===== src/hdl/hsrs_pkg.sv =====
// Package: shared types and constants of the heapsort record store.
package hsrs_pkg;
   localparam int IdWidth  = 32;
   localparam int KeyWidth = 9;
   localparam logic [KeyWidth-1:0] KeyMax = 9'd400;

   typedef enum logic [1:0] {
      ST_INSERTED = 2'd0,
      ST_FULL     = 2'd1,
      ST_ENTRY    = 2'd2,
      ST_EMPTY    = 2'd3
   } status_type;

   localparam logic KIND_INSERT = 1'b0;
   localparam logic KIND_DUMP   = 1'b1;

   typedef struct packed {
      logic                kind;
      logic [IdWidth-1:0]  new_id;
      logic [KeyWidth-1:0] new_key;
   } req_type;

   typedef struct packed {
      logic [1:0]          status;
      logic [IdWidth-1:0]  out_id;
      logic [KeyWidth-1:0] out_key;
      logic                last;
   } rsp_type;
endpackage


===== src/hdl/hsrs_req_if.sv =====
// Interface: request channel of the record store.
interface hsrs_req_if;
   logic              valid;
   logic              ready;
   hsrs_pkg::req_type payload;
   modport source (output valid, output payload, input ready);
   modport sink   (input valid, input payload, output ready);
endinterface


===== src/hdl/hsrs_rsp_if.sv =====
// Interface: response channel of the record store.
interface hsrs_rsp_if;
   logic              valid;
   logic              ready;
   hsrs_pkg::rsp_type payload;
   modport source (output valid, output payload, input ready);
   modport sink   (input valid, input payload, output ready);
endinterface


===== src/hdl/heapsort_record_store_by_key.sv =====
// Top level: record store kept sorted by key with a heapsort over one memory.
//
// Use: requests arrive on req (valid/ready). kind 0 inserts (new_id, new_key),
// clamping keys above 400; kind 1 dumps all entries highest key first, each
// as one rsp transaction with last on the final one, or one "empty" status.
// An insert into a full store is dropped and answered with status "full".
// Every insert answers with one transaction once the store is sorted again.
// Sequence: an insert writes the entry, then runs a full heapsort with a
// build phase and an extract phase. Each sift-down level reads the left
// child, reads the right child, then compares and writes; the sifted entry
// is held in a register and written once at the end. A full or empty
// answer goes through the response state into the response register; a
// dump reads each entry from memory, then loads it into the response
// register, one entry at a time.
// The response register holds while rsp.ready is low; the sequencer waits.
// One request is worked at a time; req.ready is high only in the idle state
// while the response register is free or draining.
// Reset (synchronous, active high) clears the entry count, the state and
// the response valid; the memory contents are left as they are and are never read unwritten.
module heapsort_record_store_by_key #(
   parameter int CAPACITY = 32
) (
   input logic clock,
   input logic reset,
   hsrs_req_if.sink   req,
   hsrs_rsp_if.source rsp
);
   localparam int AW = (CAPACITY > 1) ? $clog2(CAPACITY) : 1;
   localparam int CW = $clog2(CAPACITY + 1);
   localparam int EW = hsrs_pkg::IdWidth + hsrs_pkg::KeyWidth;

   typedef enum logic [3:0] {
      S_IDLE, S_BUILD, S_SIFT_RD, S_SIFT_LD, S_SIFT_L, S_SIFT_R, S_SIFT_C,
      S_EXTRACT, S_EXT_R0, S_EXT_RL, S_EXT_C, S_DUMP_RD, S_DUMP_OUT, S_RESP
   } state_type;

   // Entry memory, one write port, registered read (read-first).
   logic [EW-1:0] mem [CAPACITY];
   logic          we;
   logic [AW-1:0] waddr, raddr;
   logic [EW-1:0] wdata, rdata_ff;

   always_ff @(posedge clock) begin
      if (we) mem[waddr] <= wdata;
      rdata_ff <= mem[raddr];
   end

   state_type     state_ff;
   logic [CW-1:0] count_ff, heap_n_ff, build_ff, idx_ff;
   logic [CW-1:0] node_ff, big_ff;
   logic [EW-1:0] ent_i_ff, ent_big_ff;
   logic          extract_ff;
   hsrs_pkg::rsp_type rsp_ff;
   logic          rsp_valid_ff;
   logic          rsp_valid_in;

   logic [CW:0] lc, rc, heap_x;
   assign lc     = {node_ff, 1'b1};
   assign rc     = {node_ff, 1'b0} + {{(CW-1){1'b0}}, 2'b10};
   assign heap_x = {1'b0, heap_n_ff};

   logic [hsrs_pkg::KeyWidth-1:0] key_c, rd_key, big_key;
   assign key_c = (req.payload.new_key > hsrs_pkg::KeyMax) ? hsrs_pkg::KeyMax
                                                           : req.payload.new_key;
   assign rd_key  = rdata_ff[hsrs_pkg::KeyWidth-1:0];
   assign big_key = ent_big_ff[hsrs_pkg::KeyWidth-1:0];

   // Child selection: left first, right against the updated winner, strict >.
   logic          take_l, take_r, sift_done, leaf, accept, rsp_free;
   logic [CW-1:0] sel_big;
   logic [EW-1:0] sel_ent;
   assign take_l    = (lc < heap_x) && (rd_key > big_key);
   assign take_r    = (rc < heap_x) && (rd_key > big_key);
   assign sel_big   = take_r ? rc[CW-1:0] : big_ff;
   assign sel_ent   = take_r ? rdata_ff : ent_big_ff;
   assign sift_done = sel_big == node_ff;
   assign leaf      = lc >= heap_x;
   assign rsp_free  = !rsp_valid_ff || rsp.ready;
   assign accept    = req.valid && req.ready;

   // Status of the single answer to a request taken in idle.
   hsrs_pkg::status_type idle_status;
   always_comb begin
      idle_status = hsrs_pkg::ST_INSERTED;
      if (req.payload.kind == hsrs_pkg::KIND_DUMP) idle_status = hsrs_pkg::ST_EMPTY;
      else if (count_ff >= CW'(CAPACITY)) idle_status = hsrs_pkg::ST_FULL;
   end

   // Response valid: set on load, cleared when taken.
   always_comb begin
      rsp_valid_in = rsp_valid_ff && !rsp.ready;
      if ((state_ff == S_RESP || state_ff == S_DUMP_OUT) && rsp_free) rsp_valid_in = 1'b1;
   end

   // Memory port control.
   always_comb begin
      we    = 1'b0;
      waddr = node_ff[AW-1:0];
      wdata = ent_i_ff;
      raddr = idx_ff[AW-1:0];
      case (state_ff)
         S_IDLE: begin
            we    = accept && req.payload.kind == hsrs_pkg::KIND_INSERT
                    && count_ff < CW'(CAPACITY);
            waddr = count_ff[AW-1:0];
            wdata = {req.payload.new_id, key_c};
         end
         S_SIFT_RD: raddr = node_ff[AW-1:0];
         S_SIFT_LD: raddr = lc[AW-1:0];
         S_SIFT_L: begin
            // no children left: the held entry lands here
            raddr = lc[AW-1:0];
            we    = leaf;
         end
         S_SIFT_R:  raddr = rc[AW-1:0];
         S_SIFT_C: begin
            we    = 1'b1;
            wdata = sift_done ? ent_i_ff : sel_ent;
         end
         S_EXT_R0:  raddr = '0;
         S_EXT_RL: begin
            // old root moves to the end of the heap
            raddr = idx_ff[AW-1:0];
            we    = 1'b1;
            waddr = idx_ff[AW-1:0];
            wdata = rdata_ff;
         end
         default: ;
      endcase
   end

   // Sequencer: build, sift-down, extract, dump, response.
   always_ff @(posedge clock) begin
      if (reset) begin
         state_ff     <= S_IDLE;
         count_ff     <= '0;
         rsp_valid_ff <= 1'b0;
      end else begin
         rsp_valid_ff <= rsp_valid_in;
         case (state_ff)
            S_IDLE: begin
               if (accept) begin
                  rsp_ff <= '{status: idle_status, out_id: '0, out_key: '0, last: 1'b1};
                  if (req.payload.kind == hsrs_pkg::KIND_DUMP) begin
                     if (count_ff == '0) state_ff <= S_RESP;
                     else begin
                        idx_ff   <= count_ff - CW'(1);
                        state_ff <= S_DUMP_RD;
                     end
                  end else if (count_ff >= CW'(CAPACITY)) begin
                     state_ff <= S_RESP;
                  end else begin
                     count_ff   <= count_ff + CW'(1);
                     heap_n_ff  <= count_ff + CW'(1);
                     build_ff   <= (count_ff + CW'(1)) >> 1;
                     idx_ff     <= count_ff + CW'(1);
                     extract_ff <= 1'b0;
                     state_ff   <= S_BUILD;
                  end
               end
            end
            S_BUILD: begin
               if (build_ff == '0) begin
                  extract_ff <= 1'b1;
                  state_ff   <= S_EXTRACT;
               end else begin
                  node_ff  <= build_ff - CW'(1);
                  build_ff <= build_ff - CW'(1);
                  state_ff <= S_SIFT_RD;
               end
            end
            S_SIFT_RD: state_ff <= S_SIFT_LD;
            S_SIFT_LD: begin
               ent_i_ff   <= rdata_ff;
               ent_big_ff <= rdata_ff;
               big_ff     <= node_ff;
               state_ff   <= S_SIFT_R;
            end
            S_SIFT_L: begin
               if (leaf) state_ff <= extract_ff ? S_EXTRACT : S_BUILD;
               else state_ff <= S_SIFT_R;
            end
            S_SIFT_R: begin
               if (take_l) begin
                  ent_big_ff <= rdata_ff;
                  big_ff     <= lc[CW-1:0];
               end
               state_ff <= S_SIFT_C;
            end
            S_SIFT_C: begin
               if (sift_done) begin
                  state_ff <= extract_ff ? S_EXTRACT : S_BUILD;
               end else begin
                  node_ff    <= sel_big;
                  big_ff     <= sel_big;
                  ent_big_ff <= ent_i_ff;
                  state_ff   <= S_SIFT_L;
               end
            end
            S_EXTRACT: begin
               if (idx_ff <= CW'(1)) state_ff <= S_RESP;
               else begin
                  idx_ff   <= idx_ff - CW'(1);
                  state_ff <= S_EXT_R0;
               end
            end
            S_EXT_R0: state_ff <= S_EXT_RL;
            S_EXT_RL: state_ff <= S_EXT_C;
            S_EXT_C: begin
               // old last entry sifts down from the root; heap shrinks to idx
               ent_i_ff   <= rdata_ff;
               ent_big_ff <= rdata_ff;
               node_ff    <= '0;
               big_ff     <= '0;
               heap_n_ff  <= idx_ff;
               state_ff   <= S_SIFT_L;
            end
            S_DUMP_RD: state_ff <= S_DUMP_OUT;
            S_DUMP_OUT: begin
               if (rsp_free) begin
                  rsp_ff <= '{status: hsrs_pkg::ST_ENTRY,
                              out_id: rdata_ff[EW-1:hsrs_pkg::KeyWidth],
                              out_key: rd_key,
                              last: idx_ff == '0};
                  if (idx_ff == '0) state_ff <= S_IDLE;
                  else begin
                     idx_ff   <= idx_ff - CW'(1);
                     state_ff <= S_DUMP_RD;
                  end
               end
            end
            S_RESP: if (rsp_free) state_ff <= S_IDLE;
            default: state_ff <= S_IDLE;
         endcase
      end
   end

   assign req.ready   = state_ff == S_IDLE && rsp_free;
   assign rsp.valid   = rsp_valid_ff;
   assign rsp.payload = rsp_ff;
endmodule


===== src/flat_wrapper.sv =====
// flat-port wrapper written by rule: the top's interface ports become plain ports
module heapsort_record_store_by_key_flat 
#(
   parameter int CAPACITY = 32
)
  (clock, reset, req_valid, req_payload, req_ready, rsp_valid, rsp_payload, rsp_ready);
  hsrs_req_if req_i ();
  hsrs_rsp_if rsp_i ();
  input logic clock;
  input logic reset;
  input wire logic [$bits(req_i.valid)-1:0] req_valid;
  input wire logic [$bits(req_i.payload)-1:0] req_payload;
  output wire logic [$bits(req_i.ready)-1:0] req_ready;
  output wire logic [$bits(rsp_i.valid)-1:0] rsp_valid;
  output wire logic [$bits(rsp_i.payload)-1:0] rsp_payload;
  input wire logic [$bits(rsp_i.ready)-1:0] rsp_ready;
  assign req_i.valid = req_valid;
  assign req_i.payload = req_payload;
  assign req_ready = req_i.ready;
  assign rsp_valid = rsp_i.valid;
  assign rsp_payload = rsp_i.payload;
  assign rsp_i.ready = rsp_ready;
  heapsort_record_store_by_key #(.CAPACITY(CAPACITY)) u_core (.clock(clock), .reset(reset), .req(req_i), .rsp(rsp_i));
endmodule

===== config.mk =====
export PLATFORM = sky130hd
export DESIGN_NAME = heapsort_record_store_by_key_flat
export DESIGN_NICKNAME = d
export VERILOG_FILES = /design/src/hdl/hsrs_pkg.sv /design/src/hdl/hsrs_req_if.sv /design/src/hdl/hsrs_rsp_if.sv /design/src/hdl/heapsort_record_store_by_key.sv /design/src/flat_wrapper.sv
export SDC_FILE = /design/constraint.sdc
export NUM_CORES = 2
export LEC_CHECK = 0
export ABC_AREA = 1
export BUFFER_PORTS_ARGS = -buffer_cell sky130_fd_sc_hd__buf_4
export CORE_MARGIN = 2
export CORE_UTILIZATION = 52
export DETAILED_ROUTE_END_ITERATION = 16
export GPL_TIMING_DRIVEN = 0
export PLACE_DENSITY_LB_ADDON = 0.1
export SYNTH_ARGS = -nofsm -noshare
export SYNTH_HDL_FRONTEND = slang
export SYNTH_SLANG_ARGS = --single-unit
export TNS_END_PERCENT = 5

===== constraint.sdc =====
create_clock -name clock -period 13.5 [get_ports clock]
set_clock_uncertainty 0.05 [all_clocks]
set_input_delay 1.35 -clock clock [delete_from_list [all_inputs] [get_ports clock]]
set_output_delay 1.35 -clock clock [all_outputs]
set_load 0.05 [all_outputs]

==> metrics <==
status completed; Hold Crit Class flop to flop; CTS Hold Bufs 0; grt ovf 0; area delta synth->final 15.2%; register bit count reported by yosys about 1,500; Top Ports 92; clk sinks between 1,500 and 2,000; relative slew slack 7.77%; Initial Util between 50% and 60%; GRT Overall Usage 31.4%; Slew Viols, Final 0; IO buf count 90; Post-CTS Setup Bufs 0; CTS HTree Levels 4; Setup Crit Path Kind flop to flop; Tightest Pin Transition about 1.4 ns; post-synthesis async set-or-reset flop share 0%; worst setup path startpoint u_core.state_ff[0]$_SDFFE_PP0P_; worst r2r src u_core.state_ff[0]$_SDFFE_PP0P_; GPL Wtd Cong 0.919; Root Driver clkbuf_16; post-synthesis sequential area ratio between 70 and 80%; top-area cell type share of the netlist area 71.4%; Final min period between 5 and 6 ns; CTS tree built; Primary FF master, synth edfxtp_1; via count around 43,000; Startpoint Class flop; Mean Syn Cell Area around 13 sq um; share of cells above drive strength 1 11.2%; FF-to-FF End u_core.mem[20][10]$_DFFE_PP_; post-synthesis cell area 61,800 sq um; Setup crit end kind flop; number of synthesized flops with an enable pin approximately 1,500; top cells by count, synth edfxtp_1, nor2_1, o21ai_0; DR vias/cell a little over 6; Setup TNS 0 ns; R2R depth 10; die area between 100,000 and 150,000 sq um; CP Depth 10; Worst EP arrival slightly below 6 ns; Critical Path Slowest Stage Cell nor2_1; Floorplan Core Area between 100,000 and 150,000 sq um; unrepaired setup endpoints after global routing false; # nets final around 5,300; first-pass GRT wire length ~280,000 um; period utilization 39.6%; Die Wd about 350 um; Area contributors post-synth edfxtp_1, o21ai_0, nor2_1; Final Hold Viols 0; final wirelength roughly 190,000 um; drt first pass iters 6; most frequent cell after synthesis edfxtp_1; CTS buffer count 157; Critical Path RT between 10 and 15 ns; flop2flop setup slack between 8 and 9 ns; cells resized by post-CTS repair 0; fillcell total a little over 9,000; worst-path fanout max 26; Clock transition at path regs 0.06 ns; Final Setup Violations 0; initial antenna violation count 13; hpwl dp 132,000 um; CP top delay family simple AND/OR/NAND/NOR gates; worst setup path endpoint u_core.mem[20][10]$_DFFE_PP_; DIE HEIGHT 349 um; delay of the slowest critical-path stage approximately 1.0 ns; Max Freq between 0.15 and 0.2 GHz; area leader, netlist edfxtp_1; Cells after Synth roughly 5,000; DRC Markers 0; antenna-violating nets left 0; clk_lat worst skew roughly 0.80 ns; syn_nets between 4,000 and 5,000; vias in the first global route 41,243; average wire per standard cell between 20 and 30 um; worst-case clock buffer depth 3; pin count of the biggest net entering global routing 33; crit path buf inv count 3; crit-path cells inv_2 -> nand2_2 -> nor2_1 -> inv_1 -> nor2_1 -> nand3_1 -> nand4_1 -> nand3_1 -> nor2_4 -> buf_16; max_cap viols 0; Starting DRT DRC Count between 5,000 and 6,000; Warnings, synthesis 0; Site Rows about 130; Distinct cells, synth 49
## cells by family (layout without fill, tap and decap cells)
family,Yosys count,after routing,synth area share (%)
flip-flops,1521,1521,73.0
adder cells (fa/ha/maj),27,27,0.546
AND/OR/NAND/NOR,1608,1608,10.6
buffers and inverters,473,932,3.21
AO/OA/AOI/OAI,1243,1243,12.4
other,0,3,0
XOR/XNOR,17,17,0.241
## registers in the layout (all words and copies together), names as in the netlist
register	cells
u_core.state_ff	4
u_core.idx_ff	6
u_core.node_ff	6
u_core.rsp.payload	44
u_core.rdata_ff	41
u_core.rsp.valid	1
u_core.mem	1312
u_core.heap_n_ff	6
u_core.extract_ff	1
u_core.ent_big_ff	41
u_core.count_ff	6
u_core.ent_i_ff	41
u_core.big_ff	6
u_core.build_ff	6
## layout make-up
cell class,instances,area [sq um],share of cell area [%]
tap,1536,1920,2.70
antenna,3,7.51,0.0105
inverter,139,524,0.736
sequential,1521,45200,63.4
buffer,334,1460,2.05
multi-input combinational,2895,15000,21.0
timing repair buffer,169,2100,2.96
clock inverter,93,853,1.20
clock buffer,197,4190,5.89
## layer usage
metal  vias up  global-route usage (%)  part of all wire, %
met5         -                       0                    0
met4         0                    12.5                  3.6
met3       375                    5.86                   10
met2      2339                    50.1                   47
met1     20968                    42.9                   39
li1      18849                       -                    -
## worst min-delay path by stage
| stage | end | start | slack, ns | cells past startpoint |
|---|---|---|---|---|
| 5_1_grt | u_core.ent_i_ff[23]$_DFFE_PP_ | u_core.rdata_ff[23]$_DFF_P_ | 0.39 | 0 |
| 4_1_cts | u_core.ent_i_ff[28]$_DFFE_PP_ | u_core.rdata_ff[28]$_DFF_P_ | 0.38 | 0 |
| 3_3_place_gp | u_core.ent_i_ff[23]$_DFFE_PP_ | u_core.rdata_ff[23]$_DFF_P_ | 0.36 | 0 |
| 6_report | u_core.ent_i_ff[28]$_DFFE_PP_ | u_core.rdata_ff[28]$_DFF_P_ | 0.38 | 0 |
| 2_1_floorplan | u_core.ent_i_ff[10]$_DFFE_PP_ | u_core.rdata_ff[10]$_DFF_P_ | 0.36 | 0 |
| 3_5_place_dp | u_core.ent_i_ff[28]$_DFFE_PP_ | u_core.rdata_ff[28]$_DFF_P_ | 0.37 | 0 |
## cells in the final DEF (no fill, tap or decap), types with 41 or more instances in the layout
cell type and instances:
a21oi_1 46, buf_2 94, buf_4 105, buf_8 41, clkbuf_1 231, clkbuf_16 159
dfxtp_1 52, edfxtp_1 1469, inv_1 126, nand2_1 477, nand3_1 205, nor2_1 814
o21ai_0 643, o21ai_1 173, o221ai_1 330
## metrics by stage
stage | hold WS [ns] | cell area (sq um) | std cells | worst slack, ns | util [%]
finish | 0.377 | 71200 | 6887 | 8.16 | 60.4
global route | 0.388 | 71200 | 6884 | 7.91 | 60.4
floorplan | 0.358 | 61800 | 4889 | 7.45 | -
global placement | 0.362 | 64400 | 6515 | 4.43 | 54.6
CTS | 0.380 | 71000 | 6870 | 8.10 | 60.2
detailed placement | 0.367 | 65900 | 6580 | 8.12 | 55.9
Power is left out: the tool's default activity adds up to more than one toggle a clock period on the data nets, which glitch-free logic cannot reach.
